==> src/design/frps_pkg.sv <==
`default_nettype none
// ----------------------------------------------------------------------------
// frps_pkg
// Shared types and constants of the fixed-radius point search.
// ----------------------------------------------------------------------------
package frps_pkg;

   // table geometry
   localparam int MAX_POINTS = 256;
   localparam int IDX_W      = 8;
   localparam int CNT_W      = 9;
   localparam int COORD_W    = 16;
   localparam int POINT_W    = 3 * COORD_W;
   localparam int WORD_BITS  = 64;
   localparam int BIT_W      = $clog2(WORD_BITS);
   localparam int WIDX_W     = 2;
   localparam int SQ_W       = 2 * COORD_W;
   localparam int DIST_W     = SQ_W + 2;

   // largest usable count: table size, capped by four mask words
   localparam int CAP_POINTS = (MAX_POINTS < 4 * WORD_BITS) ? MAX_POINTS : 4 * WORD_BITS;
   localparam logic [CNT_W-1:0] MAX_CNT = CNT_W'(CAP_POINTS);

   // input command codes
   localparam logic CMD_WRITE = 1'b0;
   localparam logic CMD_QUERY = 1'b1;

   // register indexes
   localparam logic REG_THRESHOLD  = 1'b0;
   localparam logic REG_NODE_COUNT = 1'b1;

   // controller states
   typedef enum logic [2:0] {
      ST_IDLE,
      ST_SRC,
      ST_SCAN,
      ST_DRAIN,
      ST_EMIT,
      ST_MISS
   } state_type;

   // configuration seen by the datapath
   typedef struct packed {
      logic [COORD_W-1:0] threshold;
      logic [CNT_W-1:0]   count;
   } cfg_type;

   // controller to datapath
   typedef struct packed {
      logic write_en;
      logic query_start;
      logic src_latch;
      logic scan_step;
      logic emit_hit;
      logic emit_miss;
   } cmd_type;

   // datapath to controller
   typedef struct packed {
      logic src_found;
      logic word_end;
      logic pipe_busy;
      logic out_free;
      logic last;
   } status_type;

endpackage
`default_nettype wire

==> src/design/frps_regs.sv <==
`default_nettype none
// ----------------------------------------------------------------------------
// frps_regs
// Configuration registers: threshold and node count behind a simple
// APB-style port, plus the usable point count.
// ----------------------------------------------------------------------------
module frps_regs
   import frps_pkg::*;
(
   input  wire logic        clock,
   input  wire logic        reset,
   input  wire logic        csr_psel,
   input  wire logic        csr_penable,
   input  wire logic        csr_pwrite,
   input  wire logic [2:0]  csr_paddr,
   input  wire logic [31:0] csr_pwdata,
   output logic      [31:0] csr_prdata,
   output logic             csr_pready,
   output cfg_type          cfg
);

   logic [COORD_W-1:0] threshold_ff;
   logic [CNT_W-1:0]   node_count_ff;
   logic               wr_strobe;

   assign csr_pready = 1'b1;
   assign wr_strobe  = csr_psel && csr_penable && csr_pwrite;

   // register writes
   always_ff @(posedge clock) begin
      if (reset) begin
         threshold_ff  <= '0;
         node_count_ff <= CNT_W'(216);
      end else if (wr_strobe) begin
         case (csr_paddr[2])
            REG_THRESHOLD:  threshold_ff  <= csr_pwdata[COORD_W-1:0];
            REG_NODE_COUNT: node_count_ff <= csr_pwdata[CNT_W-1:0];
            default: ;
         endcase
      end
   end

   // read back
   always_comb begin
      case (csr_paddr[2])
         REG_THRESHOLD:  csr_prdata = {{(32-COORD_W){1'b0}}, threshold_ff};
         REG_NODE_COUNT: csr_prdata = {{(32-CNT_W){1'b0}}, node_count_ff};
         default:        csr_prdata = '0;
      endcase
   end

   // usable count saturates at the table and mask capacity
   assign cfg.threshold = threshold_ff;
   assign cfg.count     = (node_count_ff > MAX_CNT) ? MAX_CNT : node_count_ff;

endmodule
`default_nettype wire

==> config.mk <==
export PLATFORM = sky130hd
export DESIGN_NAME = frps_regs
export DESIGN_NICKNAME = d
export VERILOG_FILES = /design/src/design/frps_pkg.sv /design/src/design/frps_regs.sv
export SDC_FILE = /design/constraint.sdc
export NUM_CORES = 1
export LEC_CHECK = 0
export BUFFER_PORTS_ARGS = -buffer_cell sky130_fd_sc_hd__buf_2
export CAP_MARGIN = 20
export CORE_UTILIZATION = 41
export DETAILED_ROUTE_END_ITERATION = 10
export PLACE_DENSITY = 0.9
export SYNTH_ARGS = -nofsm -noshare
export SYNTH_HDL_FRONTEND = slang
export SYNTH_SLANG_ARGS = --single-unit
==> constraint.sdc <==
create_clock -name clock -period 1.2 [get_ports clock]
set_input_delay 0.24 -clock clock [delete_from_list [all_inputs] [get_ports clock]]
set_output_delay 0.24 -clock clock [all_outputs]
set_load 0.03 [all_outputs]
## Word-level counts from Yosys, hierarchy flattened

Cells that the tools add are included.

| word-level totals | value |
|---|---|
| bits in registers | 25 |
| logic and storage cells | 10 |

| cells by class | value |
|---|---|
| order comparisons | 1 |
| multiplexer cells | 2 |
| bitwise gates (word level) | 1 |
| reductions and logical operators | 4 |

Operator list:

| kind | count |
|---|---|
| case mux 32 bit (2 select lines) | 1 |
| greater-than comparator 9 bit (second input constant) | 1 |
| 2-to-1 mux 9 bit | 1 |
| AND reduction 2 bit | 2 |
| logical AND 1 bit | 2 |
| NOT 1 bit | 1 |

## Logic depth before layout (Yosys ltp)

Gate-level depths: netlist (run 1).

| depth | value |
|---|---|
| depth after elaboration | 3 |
| depth in mapped cells | 5 |
| gate-level depth less buffers | 2 |

## Least setup slack after synthesis (run 1)

Ideal clock, no wire load.

| timing | value |
|---|---|
| kind | reg-to-output |
| from | register threshold_ff[10] |
| to | output csr_prdata[10] |
| arrival | 1.011 ns |
| required time | 0.960 ns |
| slack | -0.051 ns |
| stages on the path, launching flop included | 2 |
| path buffers | 0 |
| cell sequence | dfxtp_1 nor2b_1 |

| on the way | value |
|---|---|
| cells in the longest elaborated chain, start to end | 1 |

Ends and longest elaborated chain:

| element | RTL line | RTL |
|---|---|---|
| start, declared | frps_regs.sv:22 | `logic [COORD_W-1:0] threshold_ff;` |
| start signal, assigned | frps_regs.sv:36 | `REG_THRESHOLD: threshold_ff <= csr_pwdata[COORD_W-1:0];` |
| case mux 32 bit (2 select lines) | frps_regs.sv:45 | `case (csr_paddr[2])` |
| end, declared | frps_regs.sv:17 | `output logic [31:0] csr_prdata,` |

Every way passes these cells. The select of a mux whose other input is x is not followed.

==> flow_summary.toml, run 1 <==
[placement]
post-dp-hpwl_um = 1990
io_buffers = 62
placed_area_um2 = 1750
pre_cts_ws_ns = -0.0806
place_congestion = 0.740

[die]
core_um2 = 3360
die_h_um = 61.4
die_area_um2 = 3770
die_width_um = 61.4
std_cell_rows = 21
start_util_pct = 43.0
io_pins = 98

[cells_and_area]
stdcell_area_um2 = 2160
final_common_cell = "nand2b_1"
layout_common_cells = "37 x nand2b_1, 32 x buf_6, 31 x buf_2"
area_delta_synth_final_pct = 49.0
nNetsFinal = 258
n_fill_cell = 287
diodes = 0
drive_gt1_share_pct = 56.7

[route]
drtAntennaViolNets = 0
wl_met2_um = 1880
dr.pass1.iters = 4
vias = 1167
wire_per_inst_um = 12.7
drc_errors = 0
wl_met1_um = 1320
wl_met3_um = 129
wl_um = 3340
drtIter0Drc = 38
vias_per_cell = 4.44
top_layer = "met4"

[power_and_ir_drop]
total_leakage_power_nw = 0.990
peakVddDrop_mv = 0.525
powerDensity_nw_per_um2 = 776

[global_route]
grt_pass1_vias = 993
grt_util_all_layers_pct = 16.8
grt_max_degree = 46
gr-total-overflow = 0
antenna_found_initial = 0
grt_pass1_wl_um = 4530

[timing]
worst_pin_slew_ns = 0.562
fin_crit_sh_pct = 112
clock_skew_ns = 0
fmax_mhz = 744
finalSetupViolations = 19
timing.final.ws_setup_ns = -0.144
fin_setup_tns_ns = -1.94
rsz0062_at_grt = "yes"
drv_slew = 0
hold_viol_final = 0
min_period_ns = 1.34
relSlewSlack_pct = 62.5

[synthesis]
yosysTopAreaCell = "dfxtp_1"
yosys_register_bits = 25
synth_top_area_share_pct = 34.6
synth.cell_area_um2 = 1450
yosys-top-cells-area = "dfxtp_1 35%, mux2i_1 17%, nand2b_1 16%"
synth.distinct_cells = 15
ys_warn_count = 0
avgSynthCellArea_um2 = 9.45
synthCells = 153
synth_seq_area_share_pct = 34.6

[worst_hold_path]
hp-class = "input port to flip-flop"

[clock_network]
clk_path_buf_depth = 2
numCtsBuffers = 3
clock_latency_ns = 0.31
clkTransAtPathRegs_ns = 0.14
h-tree-depth = 1
cts_sinks = 25
holdBufCountCts = 0
cts_tree = "done"
cts_root_buf = "clkbuf_4"

[run]
drv_cap = 0

[critical_path]
setup.worst_path.start_class = "flip-flop"
worst-setup-path-type = "flip-flop to output port"
regToRegSetupSlack_ns = 0.41
end_kind = "output port"
crit_arrival_ns = 1.10
cp_max_fo = 4
crit_required_ns = 0.96

[status]
failed_checks = "negative setup slack"
status = "finished with violations"
-- cell families (layout without fill, tap and decap cells) --
logic type | count (synthesis) | after routing | share of synthesized area, %
simple gates | 63 | 63 | 26.3
mux | 34 | 34 | 24.3
buf+inv | 29 | 78 | 14.3
flops | 25 | 25 | 34.6
other cells | 2 | 17 | 0.519
-- registers in the layout, summed over array words and instances (netlist names) --
signal,cells
node_count_ff,9
threshold_ff,16
-- layout make-up --
type / instances / area [um^2] / area share, %
clock buffer: 3 / 22.5 / 1.04
multi-input combinational: 114 / 916 / 42.5
tap: 46 / 57.6 / 2.67
clock inverter: 1 / 5.00 / 0.232
timing repair buffer: 74 / 623 / 28.9
sequential: 25 / 532 / 24.7
-- worst max-delay path, cell delays in order, from the launching register on --
cell and delay [ns]:
dfxtp_4 0.39, buf_6 0.14, nor2b_4 0.12, buf_6 0.14
-- per-stage QoR --
| stage | power (mW) | utilization, % | cells | hold WS (ns) |
|---|---|---|---|---|
| 6_report | 1.67 | 64.1 | 263 | 0.158 |
| 5_1_grt | 1.76 | 64.1 | 263 | 0.144 |
| 4_1_cts | 1.66 | 60.5 | 263 | 0.147 |
| 3_5_place_dp | 1.24 | 52.0 | 253 | 0.478 |
| 3_3_place_gp | 1.24 | 52.0 | 253 | 0.469 |
| 2_1_floorplan | 1.19 | - | 168 | 0.395 |
-- final timing paths --
| check | startpoint | cells past startpoint | end |
|---|---|---|---|
| max | node_count_ff[8] | 3 | cfg[0] |
| min | csr_pwdata[10] | 3 | threshold_ff[10] |
| max reg2reg | node_count_ff[8] | 3 | node_count_ff[8] |
| min reg2reg | threshold_ff[9] | 2 | threshold_ff[9] |
-- metal layers --
layer	global-route usage (%)	vias to the layer above
met3	2.52	2
met4	6.67	0
met2	31.7	35
li1	-	584
met1	18.8	546
met5	0	-
-- where the power goes --
group / internal [mW] / switching [mW] / total (mW)
sequential: 0.849 / 0.0149 / 0.864
combinational: 0.182 / 0.257 / 0.439
clock: 0.124 / 0.245 / 0.369
total: 1.16 / 0.517 / 1.67
-- cells in the mapped netlist, drive strengths merged --
cell / count
nand2b: 37
nor2b: 15
mux2: 9
conb: 2
and4b: 1
dfxtp: 25
nand4: 1
mux2i: 25
and4: 1
nor2: 8
clkbuf: 7
buf: 22
-- timing repair --
action / 4_1_cts / 5_1_grt
setup buffers: 6 / 0
resized for setup: 79 / 37
setup endpoints to repair: 25 / 31
No activity file was read; power rests on OpenSTA's default activity.
==> run 2, diff against run 1 <==
--- a/config.mk
+++ b/config.mk
@@ -6,10 +6,10 @@
 export NUM_CORES = 1
 export LEC_CHECK = 0
 export BUFFER_PORTS_ARGS = -buffer_cell sky130_fd_sc_hd__buf_2
-export CAP_MARGIN = 20
+export CAP_MARGIN = 15
 export CORE_UTILIZATION = 41
 export DETAILED_ROUTE_END_ITERATION = 10
-export PLACE_DENSITY = 0.9
+export PLACE_DENSITY_LB_ADDON = 0.08
 export SYNTH_ARGS = -nofsm -noshare
 export SYNTH_HDL_FRONTEND = slang
 export SYNTH_SLANG_ARGS = --single-unit
==> run 2 against run 1 <==
  * The run still ends with negative setup slack left
  * Combinational power about the same
  * Clock skew unchanged
  * Utilization increased by 0.48 points
  * Non-clock buffer count increased by 6
  * Count of clock-buffer cells in the layout increased by 1
  * Global-route usage increased by 0.76 points
  * Register-to-register slack got worse by 0.07 ns
  * Largest power group unchanged
==> flow_summary.toml, run 2 (synthesis gave the netlist of run 1 again) <==
[clock_network]
h-tree-depth = 1
clkTransAtPathRegs_ns = 0.13
clock_latency_ns = 0.31
cts_sinks = 25
holdBufCountCts = 0
cts_root_buf = "clkbuf_4"
numCtsBuffers = 3
clk_path_buf_depth = 2
cts_tree = "done"

[cells_and_area]
reg_top3 = "threshold_ff x16, node_count_ff x9"
stdcell_count = 269
layout_common_cells = "37 x nand2b_1, 35 x buf_6, 30 x buf_2"
regMostFlops = "threshold_ff"
diodes = 0
area_delta_synth_final_pct = 50.2
final_common_cell = "nand2b_1"
n_fill_cell = 307
nNetsFinal = 264
largest_reg_flops = 16
ff_latch_area_um2 = 533
final_util_pct = 64.6
multi_input_area_um2 = 898
drive_gt1_share_pct = 57.0

[timing]
hold_viol_final = 0
timing.final.ws_setup_ns = -0.157
clock_skew_ns = 0
drv_slew = 0
rsz0062_at_grt = "yes"
fin_setup_tns_ns = -2.05
fmax_mhz = 737
relSlewSlack_pct = 61.6
finalSetupViolations = 17
worst_pin_slew_ns = 0.577
min_period_ns = 1.36
whs_ns = 0.160
fin_crit_sh_pct = 113

[route]
drtAntennaViolNets = 0
wl_met1_um = 1360
wire_per_inst_um = 12.1
drc_errors = 0
vias = 1208
dr.pass1.iters = 2
wl_met3_um = 136
vias_per_cell = 4.49
drtIter0Drc = 25
top_layer = "met4"
wl_um = 3240
wl_met2_um = 1730

[placement]
place_congestion = 0.811
io_buffers = 62
placedCellCount = 254
post-dp-hpwl_um = 2200

[global_route]
antenna_found_initial = 0
gr-total-overflow = 0
grt_pass1_vias = 1119
grt_max_degree = 46
grt_util_all_layers_pct = 17.6
grt_pass1_wl_um = 4830

[power_and_ir_drop]
peakVddDrop_mv = 0.407
total_leakage_power_nw = 1.01
powerDensity_nw_per_um2 = 775

[die]
io_pins = 98
std_cell_rows = 21
die_h_um = 61.4
start_util_pct = 43.0
die_width_um = 61.4
die_area_um2 = 3770
core_um2 = 3360

[critical_path]
crit_arrival_ns = 1.12
setup.worst_path.start_class = "flip-flop"
worst-setup-path-type = "flip-flop to output port"
cp_max_fo = 5
crit_required_ns = 0.96
end_kind = "output port"

[status]
status = "finished with violations"
failed_checks = "negative setup slack"

[run]
drv_cap = 0

[worst_hold_path]
hp-class = "input port to flip-flop"
-- run 2: through the flow --
stage	cell area [um^2]	setup slack, ns	total power [mW]
after global placement	1730	-0.114	1.23
after floorplan	1520	-0.0509	1.19
after CTS	2070	-0.180	1.69
after global routing	2170	-0.208	1.77
final	2170	-0.157	1.68
after detailed placement	1730	-0.123	1.24
-- run 2: final timing paths --
path	from	to	slack, ns	cells past startpoint
hold / removal	csr_pwdata[11]	threshold_ff[11]	0.16	3
hold reg to reg	threshold_ff[1]	threshold_ff[1]	0.49	2
setup / recovery	node_count_ff[8]	csr_prdata[8]	-0.16	2
setup reg to reg	node_count_ff[8]	node_count_ff[8]	0.34	4
-- run 2: worst max-delay path, stage by stage, from the launching register on --
cell,delay [ns]
dfxtp_4,0.39
mux2_2,0.27
buf_6,0.14
-- run 2: what timing repair did --
item	in CTS	in global routing
gates cloned	0	0
setup buffers	9	2
gates resized for setup	89	25
hold endpoints to repair	0	0
setup endpoints to repair	25	32
-- run 2: layout make-up --
class,count,area share [%]
Multi-Input combinational cell,114,41.4
Timing Repair Buffer,80,30.2
Sequential cell,25,24.5
Tap cell,46,2.65
Clock buffer,4,1.21
-- run 2: layer usage --
layer,track usage [%],up-vias
met5,0,-
met4,7.30,0
met3,2.73,2
met2,32.6,38
met1,19.9,573
li1,-,595
-- run 2: report_power, final --
| part | total, mW | switching (mW) | internal (mW) |
|---|---|---|---|
| Combinational | 0.441 | 0.258 | 0.182 |
| Clock | 0.380 | 0.250 | 0.130 |
| Sequential | 0.863 | 0.0136 | 0.849 |
