## src/design/frps_pkg.sv

```systemverilog
`default_nettype none
// ----------------------------------------------------------------------------
// frps_pkg
// Shared types and constants of the fixed-radius point search.
// ----------------------------------------------------------------------------
package frps_pkg;

   // table geometry
   localparam int MAX_POINTS = 256;
   localparam int IDX_W      = 8;
   localparam int CNT_W      = 9;
   localparam int COORD_W    = 16;
   localparam int POINT_W    = 3 * COORD_W;
   localparam int WORD_BITS  = 64;
   localparam int BIT_W      = $clog2(WORD_BITS);
   localparam int WIDX_W     = 2;
   localparam int SQ_W       = 2 * COORD_W;
   localparam int DIST_W     = SQ_W + 2;

   // largest usable count: table size, capped by four mask words
   localparam int CAP_POINTS = (MAX_POINTS < 4 * WORD_BITS) ? MAX_POINTS : 4 * WORD_BITS;
   localparam logic [CNT_W-1:0] MAX_CNT = CNT_W'(CAP_POINTS);

   // input command codes
   localparam logic CMD_WRITE = 1'b0;
   localparam logic CMD_QUERY = 1'b1;

   // register indexes
   localparam logic REG_THRESHOLD  = 1'b0;
   localparam logic REG_NODE_COUNT = 1'b1;

   // controller states
   typedef enum logic [2:0] {
      ST_IDLE,
      ST_SRC,
      ST_SCAN,
      ST_DRAIN,
      ST_EMIT,
      ST_MISS
   } state_type;

   // configuration seen by the datapath
   typedef struct packed {
      logic [COORD_W-1:0] threshold;
      logic [CNT_W-1:0]   count;
   } cfg_type;

   // controller to datapath
   typedef struct packed {
      logic write_en;
      logic query_start;
      logic src_latch;
      logic scan_step;
      logic emit_hit;
      logic emit_miss;
   } cmd_type;

   // datapath to controller
   typedef struct packed {
      logic src_found;
      logic word_end;
      logic pipe_busy;
      logic out_free;
      logic last;
   } status_type;

endpackage
`default_nettype wire

```

## src/design/frps_ctrl.sv

```systemverilog
`default_nettype none
// ----------------------------------------------------------------------------
// frps_ctrl
// Sequencer: accepts items, walks the table one point a cycle per mask
// word, waits for the pipeline to drain and hands each word out.
// ----------------------------------------------------------------------------
module frps_ctrl
   import frps_pkg::*;
(
   input  wire logic  clock,
   input  wire logic  reset,
   input  wire logic  req_valid,
   input  wire logic  req_cmd,
   output logic       req_stall,
   input  status_type status,
   output cmd_type    cmd
);

   state_type state_ff;
   state_type state_in;

   always_ff @(posedge clock) begin
      if (reset) begin
         state_ff <= ST_IDLE;
      end else begin
         state_ff <= state_in;
      end
   end

   // next state
   always_comb begin
      state_in = state_ff;
      case (state_ff)
         ST_IDLE: begin
            if (req_valid && (req_cmd == CMD_QUERY)) begin
               state_in = status.src_found ? ST_SRC : ST_MISS;
            end
         end
         ST_SRC:   state_in = ST_SCAN;
         ST_SCAN: begin
            if (status.word_end) state_in = ST_DRAIN;
         end
         ST_DRAIN: begin
            if (!status.pipe_busy) state_in = ST_EMIT;
         end
         ST_EMIT: begin
            if (status.out_free) state_in = status.last ? ST_IDLE : ST_SCAN;
         end
         ST_MISS: begin
            if (status.out_free) state_in = ST_IDLE;
         end
         default:  state_in = ST_IDLE;
      endcase
   end

   // commands
   always_comb begin
      req_stall       = 1'b1;
      cmd             = '0;
      case (state_ff)
         ST_IDLE: begin
            req_stall       = 1'b0;
            cmd.write_en    = req_valid && (req_cmd == CMD_WRITE);
            cmd.query_start = req_valid && (req_cmd == CMD_QUERY);
         end
         ST_SRC:   cmd.src_latch = 1'b1;
         ST_SCAN:  cmd.scan_step = 1'b1;
         ST_DRAIN: ;
         ST_EMIT:  cmd.emit_hit  = status.out_free;
         ST_MISS:  cmd.emit_miss = status.out_free;
         default:  ;
      endcase
   end

endmodule
`default_nettype wire

```

## config.mk

```make
export PLATFORM = sky130hd
export DESIGN_NAME = frps_ctrl
export DESIGN_NICKNAME = d
export VERILOG_FILES = /design/src/design/frps_pkg.sv /design/src/design/frps_ctrl.sv
export SDC_FILE = /design/constraint.sdc
export NUM_CORES = 1
export LEC_CHECK = 0
export ABC_CLOCK_PERIOD_IN_PS = 1200
export BUFFER_PORTS_ARGS = -buffer_cell sky130_fd_sc_hd__buf_4
export CELL_PAD_IN_SITES_DETAIL_PLACEMENT = 1
export CELL_PAD_IN_SITES_GLOBAL_PLACEMENT = 2
export CORE_AREA = 5 5 42 44
export CTS_BUF_LIST = sky130_fd_sc_hd__clkbuf_4 sky130_fd_sc_hd__clkbuf_8
export CTS_CLUSTER_DIAMETER = 120
export DETAILED_ROUTE_END_ITERATION = 8
export DIE_AREA = 0 0 47 49
export PLACE_DENSITY_LB_ADDON = 0.1
export SETUP_SLACK_MARGIN = 0.5
export SLEW_MARGIN = 20
export SYNTH_ARGS = -nofsm -noshare
export SYNTH_HDL_FRONTEND = slang
export SYNTH_SLANG_ARGS = --single-unit
```

## constraint.sdc

```tcl
create_clock -name clock -period 1.2 [get_ports clock]
set_input_delay 0.06 -clock clock [delete_from_list [all_inputs] [get_ports clock]]
set_output_delay 0.06 -clock clock [all_outputs]
set_load 0.1 [all_outputs]
```

== Word level (Yosys, flattened, before mapping) ==
Index checks and enable logic that the tools add are counted.
W data, S select, Z words.
Storage, ports and cells
  bits in registers: 3
  bits in latches: 0
  RAM bits: 0
  bits in read-only memories: 0
  input bits: 9
  memories: 0
Operators by class
  $add $sub $neg: 0
  multiply operators: 0
  divide/modulo/power cells: 0
  magnitude comparators: 0
  equality and inequality tests: 10
  shift-type cells: 0
  muxes and demuxes: 14
  bitwise gates (word level): 1
  reductions and logical operators: 4
Operators by type and width (number)
  $mux W3: 6
  $pmux W3 S6: 1
  $ne A2 B2 Y1 const B: 5
  $eq A3 B2 Y1 const B: 2
  $eq A3 B3 Y1 const B: 2
  $mux W1: 5
  $reduce_and A5 Y1: 1
  $mux W2: 2
  $eq A3 B1 Y1 const B: 1
  $logic_not A3 Y1: 1
  $logic_and A1 B1 Y1: 2
  $not A1 Y1: 1

== Longest topological paths before layout ==
Gate-level depths: netlist (run 1).
  depth after elaboration: 3
  depth in mapped cells: 4

== Worst setup path after synthesis (run 1) ==
Ideal clock, no wire load.
  path type: register -> output
  start: register state_ff[1]
  end: output cmd[5] (netlist bit)
  arrival: 3558 ps
  data required time: 1140 ps
  slack: -2418 ps
  cell stages (with the launch flop): 5
  path buffers: 1
  cells stage by stage: dfxtp_1 > buf_4 > nor3_1 > inv_1 > nor3b_1
RTL lines
  from (decl): RTL line frps_ctrl.sv:19  | state_type state_ff;
  from (signal assigned): RTL line frps_ctrl.sv:26  | state_ff <= state_in;
  to (decl): RTL line frps_ctrl.sv:16  | output cmd_type cmd

==> results of run 1 <==
-- timing repair --
action | in CTS | in global routing
endpoints found under the setup margin | 10 | 10
resized for setup | 35 | 10
pin swaps | 8 | 9
buffers inserted | 6 | 4
-- layout make-up --
cell class	instances	area [um2]
Multi-Input combinational cell	24	248
Clock buffer	4	30.0
Sequential cell	3	68.8
Tap cell	16	20.0
Inverter	3	20.0
Timing Repair Buffer	34	375
Fill cell	156	639
-- power breakdown --
part | total (mW) | internal, mW | switching [mW]
registers | 0.207 | 0.159 | 0.0477
logic | 2.04 | 0.931 | 1.11
clock network | 0.199 | 0.147 | 0.0517
total | 2.45 | 1.24 | 1.21
-- worst min-delay path by stage --
| stage | to | from | slack, ps | depth (start not counted) |
|---|---|---|---|---|
| 2_1_floorplan | state_ff[1]$_SDFFE_PP0P_ | reset | 130 | 1 |
| 3_3_place_gp | state_ff[1]$_SDFFE_PP0P_ | reset | 260 | 2 |
| 3_5_place_dp | state_ff[1]$_SDFFE_PP0P_ | reset | 260 | 2 |
| 4_1_cts | state_ff[1]$_SDFFE_PP0P_ | reset | 20 | 2 |
| 5_1_grt | state_ff[1]$_SDFFE_PP0P_ | reset | 20 | 2 |
| 6_report | state_ff[1]$_SDFFE_PP0P_ | reset | 30 | 2 |
-- critical path, delay by kind of cell, from the launching register on --
family | cells | cell delay [ps]
and+or+nand+nor | 2 | 450
buffers and inverters | 2 | 370
DFF | 1 | 340
-- logic make-up after synthesis --
group	Yosys count	share of synthesized area
flip-flops	3	0.257
AO/OA/AOI/OAI	8	0.225
buffers and inverters	5	0.102
AND/OR/NAND/NOR	16	0.417
-- metal layers --
layer	track usage	part of all wire
met5	0	0
met1	0.125	0.41
met3	0.0221	0.051
met2	0.179	0.54
met4	0.0415	0
-- per-stage QoR --
stage               setup slack, ps  setup TNS, ps  hold slack [ps]
finish                         -255          -1550             29.7
global route                   -317          -2130             23.4
CTS                            -284          -1770             20.5
detailed placement            -88.6           -231              265
global placement              -62.4           -156              264
floorplan                     -1040          -5170              129
-- cells in the mapped netlist --
| cell type | n | area share |
|---|---|---|
| nor3b_1 | 4 | 0.13 |
| o31a_1 | 1 | 0.037 |
| nand2_1 | 2 | 0.032 |
| inv_1 | 3 | 0.048 |
| buf_2 | 1 | 0.021 |
| a211oi_1 | 1 | 0.032 |
| buf_4 | 1 | 0.032 |
| dfxtp_1 | 3 | 0.26 |
| o41ai_1 | 1 | 0.037 |
| a31oi_1 | 2 | 0.053 |
| a21oi_1 | 3 | 0.064 |
| nand2b_1 | 2 | 0.053 |
| nor4b_1 | 1 | 0.037 |
| nand3_1 | 1 | 0.021 |
| or4_1 | 2 | 0.064 |
| nor3_1 | 3 | 0.064 |
| nor2_1 | 1 | 0.016 |
==> reports/summary.txt, run 1 <==
Status: finished with violations
Failing checks: setup timing
Setup Crit Path Kind: reg2out
Clk_lat worst skew: 230 ps
Placed cells: 70
YS warnings: 0
Die ar.: 2300 um2
#FFs+latches synth: 3
CP Capture Type: output port
Worst Path Max Fanout: 3
Mapped cell area: 234 um2
CP endpoint: cmd[5]
Placed Area: 475 um2
Static leakage: 0.322 nW
Cell depth of the worst flop-to-flop path: 7
Pin count of the biggest net entering global routing: 13
Antenna viol nets, final: 0
Syn-to-layout area delta: 226%
Final Skew: 1.87 ps
Reg2Reg Setup Slack: -120 ps
Pins Over Slew Limit: 0
Final Util: 0.544
Setup WS post-layout: -255 ps
First-pass GRT wire length: 1810 um
Die Ht: 49 um
Actual slew at the worst max-slew pin: 273 ps
Worst path slowest cell: dfxtp_4
Vias in the first global route: 425
Initial antenna violation count: 0
Layout cells sized above 1: 0.824
Power Total: 2.45 mW
Vias: 380
# clock sinks: 3
Post-synthesis cell type count: 17
WP data required: 1140 ps
Fmax achieved: 0.687 GHz
Fin crit share: 1.21
Slowest cell delay on critical path: 340 ps
Initial DRC count: 0
CTS buffer count: 3
R2R Path End: state_ff[1]$_SDFFE_PP0P_
GRT Overall Usage: 0.106
MaxCap Viol Count: 0
Fin area: 762 um2
Slew margin rel.: 0.817
RSZ-0062 raised after global routing: yes
Dpl hpwl: 725 um
Core area: 1400 um2
Synth Instances: 32
Port Buf Inserts: 15
Final wirelength: 1100 um
Critical R2R Launch: state_ff[2]$_SDFFE_PP0P_
Post-synthesis sequential area ratio: 0.257
CTS Buffer Depth: 2
Ports: 16
Max reg flops: 3
Post-DR wirelength/cell: 13.1 um
Clock transition at the registers of the reported paths: 40 ps
Avg Vias per Cell: 4.52
Initial Utilization: 0.167
Ant diodes: 0
Residual DRC: 0
PwrDens: 3220 nW/um2
Syn_nets: 41
Total Nets Final: 78
CP arrival: 1390 ps
VDD IR max: 2.00 mV
Total grt overflow: 0
GP Congestion: 0.761
CP startpoint kind: flop
H-tree levels: 1
Hold/Removal Path Class: in2reg
Final setup viols: 9
CTS tree: done
CP cell instances: nor3_4 > clkinvlp_4 > nor3b_4 > buf_12
Critical path origin: state_ff[1]$_SDFFE_PP0P_
CTS Hold Bufs: 0
Most common cell after layout, fill and taps aside: buf_4
Number of core rows: 14
Biggest regs: state_ff (3)
Largest Register: state_ff
Minimum clock period: 1450 ps
Final non-filler cell total: 84
CTS root buf: clkbuf_4
Final Hold Violating Endpoints: 0
Chip Width: 47 um
Avg Synthesized Cell Area: 7.31 um2
Router iterations before antenna repair: 1
Most frequent cells in the layout: buf_4, buf_6, buf_12
(Power assumes the default switching activity.)
==> run 2: changes to the inputs <==
--- a/config.mk
+++ b/config.mk
@@ -14,7 +14,8 @@
 export CTS_CLUSTER_DIAMETER = 120
 export DETAILED_ROUTE_END_ITERATION = 8
 export DIE_AREA = 0 0 47 49
-export PLACE_DENSITY_LB_ADDON = 0.1
+export HOLD_SLACK_MARGIN = 0.02
+export PLACE_DENSITY = 0.82
 export SETUP_SLACK_MARGIN = 0.5
 export SLEW_MARGIN = 20
 export SYNTH_ARGS = -nofsm -noshare
==> reports/summary.txt, run 2 (synthesis results as in run 1) <==
Status: finished with violations
Failing checks: setup timing
Critical R2R Launch: state_ff[1]$_SDFFE_PP0P_
WP data required: 1140 ps (about the same)
Total Nets Final: 76 (-2.6%)
Switching portion of total power: 0.494 (-0.00156)
Fmax achieved: 0.692 GHz (+0.63%)
Fill cells: 149 (-4.5%)
Router iterations before antenna repair: 1 (unchanged)
Static leakage: 0.322 nW (+0.13%)
Setup WS post-layout: -246 ps (+9.16 ps)
Layout cells sized above 1: 0.879 (+0.0553)
Residual DRC: 0 (unchanged)
Initial DRC count: 0 (unchanged)
CP endpoint: cmd[5]
Final non-filler cell total: 82 (-2.4%)
Setup Crit Path Kind: reg2out
Largest Register: state_ff
VDD IR max: 2.38 mV (+19%)
Ant diodes: 0 (unchanged)
Dpl hpwl: 713 um (-1.6%)
Actual slew at the worst max-slew pin: 268 ps (-4.70 ps)
Cell depth of the worst flop-to-flop path: 4 (-3)
MaxCap Viol Count: 0 (unchanged)
Vias in the first global route: 380 (-11%)
PwrDens: 3270 nW/um2 (+1.8%)
CTS Buffer Depth: 2 (unchanged)
Critical path origin: state_ff[0]$_SDFFE_PP0P_
H-tree levels: 1 (unchanged)
Initial antenna violation count: 0 (unchanged)
Placed Area: 483 um2 (+1.6%)
Pins Over Slew Limit: 0 (unchanged)
# clock sinks: 3 (unchanged)
CTS tree: done
RSZ-0062 raised after global routing: yes
Post-DR wirelength/cell: 13.3 um (+1.2%)
Fin crit share: 1.20 (-0.00763)
Reg2Reg Setup Slack: -100 ps (+20 ps)
GRT Overall Usage: 0.100 (-0.00634)
Hold/Removal Path Class: in2reg
Clk_lat worst skew: 230 ps (about the same)
Multi-input gate area: 272 um2 (+9.6%)
Minimum clock period: 1450 ps (-9.16 ps)
Slew margin rel.: 0.819 (+0.00171)
Max reg flops: 3 (unchanged)
Syn-to-layout area delta: 230%
Port Buf Inserts: 15 (unchanged)
CTS buffer count: 3 (unchanged)
Vias: 374 (-1.6%)
CTS root buf: clkbuf_4
Fin area: 773 um2 (+1.5%)
Final Skew: 0.0541 ps (-1.82 ps)
Final Hold Violating Endpoints: 0 (unchanged)
Die ar.: 2300 um2 (unchanged)
Part of the power in the clock network: 0.079 (-0.002)
Final wirelength: 1090 um (-1.2%)
CP Capture Type: output port
Ports: 16 (unchanged)
First-pass GRT wire length: 1660 um (-8.0%)
Total grt overflow: 0 (unchanged)
Internal power: 1.28 mW (+3.6%)
CP arrival: 1390 ps (about the same)
Pin count of the biggest net entering global routing: 6 (-7)
Most frequent cells in the layout: buf_4, buf_6, buf_12
Number of core rows: 14 (unchanged)
Biggest regs: state_ff (3)
Final setup viols: 9 (unchanged)
Sequential Area: 68.8 um2 (unchanged)
Most common cell after layout, fill and taps aside: buf_4
Clock transition at the registers of the reported paths: 40 ps (about the same)
Comb pwr share: 0.839 (+0.005)
Die Ht: 49 um (unchanged)
R2R Path End: state_ff[1]$_SDFFE_PP0P_
Chip Width: 47 um (unchanged)
Sw power: 1.25 mW (+2.9%)
GP Congestion: 0.765 (+0.53%)
Worst Path Max Fanout: 3 (unchanged)
Placed cells: 71 (+1.4%)
Antenna viol nets, final: 0 (unchanged)
Avg Vias per Cell: 4.56 (+0.82%)
Initial Utilization: 0.167 (unchanged)
Sequential Power Share: 0.083 (about the same)
Core area: 1400 um2 (unchanged)
CP startpoint kind: flop
[run 2: area by class of cell]
type,instances,share of cell area
inverters,3,0.0227
clock buffers,4,0.0388
well taps,16,0.0259
flip-flops and latches,3,0.0890
repair buffers,32,0.472
multi-input cells,24,0.351
[run 2: worst min-delay path by stage]
| stage | from | to | cells past startpoint |
|---|---|---|---|
| floorplan | reset | state_ff[1]$_SDFFE_PP0P_ | 1 |
| global placement | reset | state_ff[1]$_SDFFE_PP0P_ | 2 |
| detailed placement | reset | state_ff[1]$_SDFFE_PP0P_ | 2 |
| CTS | reset | state_ff[1]$_SDFFE_PP0P_ | 2 |
| global route | reset | state_ff[1]$_SDFFE_PP0P_ | 2 |
| finish | reset | state_ff[1]$_SDFFE_PP0P_ | 2 |
[run 2: worst max-delay path, stage by stage (launching register included)]
cell and delay [ps]:
dfxtp_2 330, nor3_4 230, clkinvlp_4 170, nor3b_4 220, buf_12 200
[run 2: what timing repair did]
| item | in CTS | in global routing |
|---|---|---|
| resized for setup | 29 | 20 |
| gates cloned | 0 | 0 |
| pin swaps | 5 | 6 |
| buffers inserted | 3 | 4 |
| endpoints found under the setup margin | 10 | 10 |
| endpoints found under the hold margin | 1 | 1 |
[run 2: per-layer routing]
| metal | track usage | wire, um | vias up |
|---|---|---|---|
| met5 | 0 | 0 | - |
| met4 | 0.0691 | 14 | 0 |
| met3 | 0.0221 | 35 | 2 |
| met2 | 0.152 | 606 | 8 |
| met1 | 0.119 | 434 | 176 |
| li1 | - | - | 188 |
[run 2: through the flow]
stage | utilization | setup TNS, ps | power [mW] | hold WS (ps) | setup WS [ps]
floorplan | - | -5170 | 1.23 | 129 | -1040
global placement | 0.345 | -106 | 1.59 | 268 | -54.6
detailed placement | 0.345 | -173 | 1.61 | 268 | -95.0
CTS | 0.470 | -1120 | 2.25 | 4.65 | -263
global route | 0.552 | -1970 | 2.64 | 15.8 | -301
finish | 0.552 | -1500 | 2.53 | 20.5 | -246
[run 2: power by group through the flow]
| stage | Sequential, mW | Clock [mW] | Combinational, mW |
|---|---|---|---|
| final | 0.209 | 0.199 | 2.12 |
| after detailed placement | 0.209 | 0 | 1.40 |
| after global placement | 0.203 | 0 | 1.39 |
| after CTS | 0.219 | 0.213 | 1.81 |
| after global routing | 0.213 | 0.222 | 2.21 |
| after floorplan | 0.199 | 0 | 1.03 |
==> run 3: changes to the inputs <==
--- a/config.mk
+++ b/config.mk
@@ -16,7 +16,6 @@
 export DIE_AREA = 0 0 47 49
 export HOLD_SLACK_MARGIN = 0.02
 export PLACE_DENSITY = 0.82
-export SETUP_SLACK_MARGIN = 0.5
 export SLEW_MARGIN = 20
 export SYNTH_ARGS = -nofsm -noshare
 export SYNTH_HDL_FRONTEND = slang
==> reports/summary.txt, run 3 (synthesis results as in run 1) <==
Pins Over Slew Limit: 0 (unchanged)
Router iterations before antenna repair: 3 (+2)
Die Ht: 49 um (unchanged)
Largest delay contributor family on the critical path: buffers and inverters
First-pass GRT wire length: 1800 um (+8.3%)
Most frequent cells in the layout: buf_4, buf_6, buf_12
Final Skew: 5.16 ps (+5.11 ps)
Sequential Area: 66.3 um2 (-3.6%)
MaxCap Viol Count: 0 (unchanged)
Pin count of the biggest net entering global routing: 9 (+3)
Multi-input gate area: 250 um2 (-7.8%)
Clock transition at the registers of the reported paths: 40 ps (about the same)
# clock sinks: 3 (unchanged)
Dpl hpwl: 797 um (+12%)
Most common cell after layout, fill and taps aside: buf_4
Setup TNS Final: -1300 ps (+195 ps)
Slowest cell delay on critical path: 340 ps (about the same)
Setup Crit Path Kind: reg2out
Placed cells: 72 (+1.4%)
RSZ-0062 raised after global routing: yes
GRT Overall Usage: 0.110 (+0.00970)
Critical path buffers and inverters: 3 (+1)
Hold/Removal Path Class: in2reg
Actual slew at the worst max-slew pin: 343 ps (+74.6 ps)
Biggest regs: state_ff (3)
Failing checks: setup timing
Fin crit share: 1.24 (+0.0306)
Setup WS post-layout: -282 ps (-36.7 ps)
Initial Utilization: 0.167 (unchanged)
Clk_lat worst skew: 230 ps (about the same)
CP arrival: 1420 ps (+30 ps)
Final setup viols: 8 (-1)
Layout cells sized above 1: 0.797 (-0.0819)
Total grt overflow: 0 (unchanged)
Chip Width: 47 um (unchanged)
WP data required: 1140 ps (about the same)
Ant diodes: 0 (unchanged)
Initial antenna violation count: 0 (unchanged)
Vias: 361 (-3.5%)
CP startpoint kind: flop
Final wirelength: 1060 um (-2.7%)
Minimum clock period: 1480 ps (+36.7 ps)
Syn-to-layout area delta: 197%
Post-DR wirelength/cell: 13.3 um (-0.32%)
Status: finished with violations
Die ar.: 2300 um2 (unchanged)
Port Buf Inserts: 15 (unchanged)
Avg Vias per Cell: 4.51 (-1.1%)
Final non-filler cell total: 80 (-2.4%)
Core area: 1400 um2 (unchanged)
Worst Path Max Fanout: 3 (unchanged)
Initial DRC count: 3 (+3)
CTS tree: done
CTS Buffer Depth: 2 (unchanged)
CTS root buf: clkbuf_4
Total Nets Final: 74 (-2.6%)
CTS buffer count: 3 (unchanged)
Residual DRC: 0 (unchanged)
CP Capture Type: output port
Fill cells: 161 (+8.1%)
Final Hold Violating Endpoints: 0 (unchanged)
Worst path slowest cell: dfxtp_2
CP cell instances: nor3_4 > clkinvlp_4 > buf_4 > nor2_4 > buf_12
Max reg flops: 3 (unchanged)
Ports: 16 (unchanged)
GP Congestion: 0.717 (-6.3%)
Largest Register: state_ff
Vias in the first global route: 372 (-2.1%)
Antenna viol nets, final: 0 (unchanged)
Fmax achieved: 0.675 GHz (-2.5%)
Number of core rows: 14 (unchanged)
H-tree levels: 1 (unchanged)
Final Hold Slack: 108 ps (+87.5 ps)
Slew margin rel.: 0.770 (-0.0486)
## run 3: cell count changes in the layout (fill, tap and decap cells not counted), moves of 2 or more
cell     delta
a21oi_2     -2
buf_4       +3
buf_12      -2
a21oi_1     +2
nor3b_2     +2
nor3b_4     -2
buf_6       -4
## run 3: repair_timing
action | CTS | global route
setup endpoints to repair | 10 | 10
buffers inserted | 1 | 2
resized for setup | 32 | 3
hold buffers | 1 | 0
gates cloned | 0 | 0
hold endpoints to repair | 1 | 0
pin swaps | 5 | 4
## run 3: metrics by stage
| stage | setup WS, ps | util | cell area [um2] |
|---|---|---|---|
| floorplan | -1040 | - | 294 |
| global placement | -58.7 | 0.347 | 487 |
| detailed placement | -106 | 0.347 | 487 |
| CTS | -281 | 0.475 | 666 |
| global route | -356 | 0.496 | 694 |
| finish | -282 | 0.496 | 694 |
## run 3: final timing paths
| kind | cells after the start | slack, ps | endpoint | start |
|---|---|---|---|---|
| setup reg to reg | 6 | -60 | state_ff[1]$_SDFFE_PP0P_ | state_ff[1]$_SDFFE_PP0P_ |
| setup / recovery | 5 | -280 | cmd[4] | state_ff[1]$_SDFFE_PP0P_ |
| hold / removal | 3 | 110 | state_ff[1]$_SDFFE_PP0P_ | status[0] |
| hold reg to reg | 1 | 540 | state_ff[2]$_SDFFE_PP0P_ | state_ff[2]$_SDFFE_PP0P_ |
## run 3: final cells by class
class,instances,share of cell area
clock buffer,4,0.0432
multi-input combinational,24,0.360
timing repair buffer,30,0.450
tap,16,0.0288
inverter,3,0.0216
sequential,3,0.0955
## run 3: metal layers
layer	track usage	vias to the layer above	share of wire
li1	-	183	-
met1	0.136	167	0.39
met2	0.179	9	0.55
met3	0.0332	2	0.041
met4	0.0276	0	0.0094
met5	0	-	0
## run 3: worst register-to-register path, delay by kind of cell, from the launching register on
kind / cells / cell delay (ps)
flip-flops: 1 / 340
buffers and inverters: 3 / 430
AND/OR/NAND/NOR: 1 / 250
AO/OA/AOI/OAI: 2 / 170
Power of run 3 is left out: the tool's default activity adds up to more than one toggle a clock period on the data nets, which glitch-free logic cannot reach.
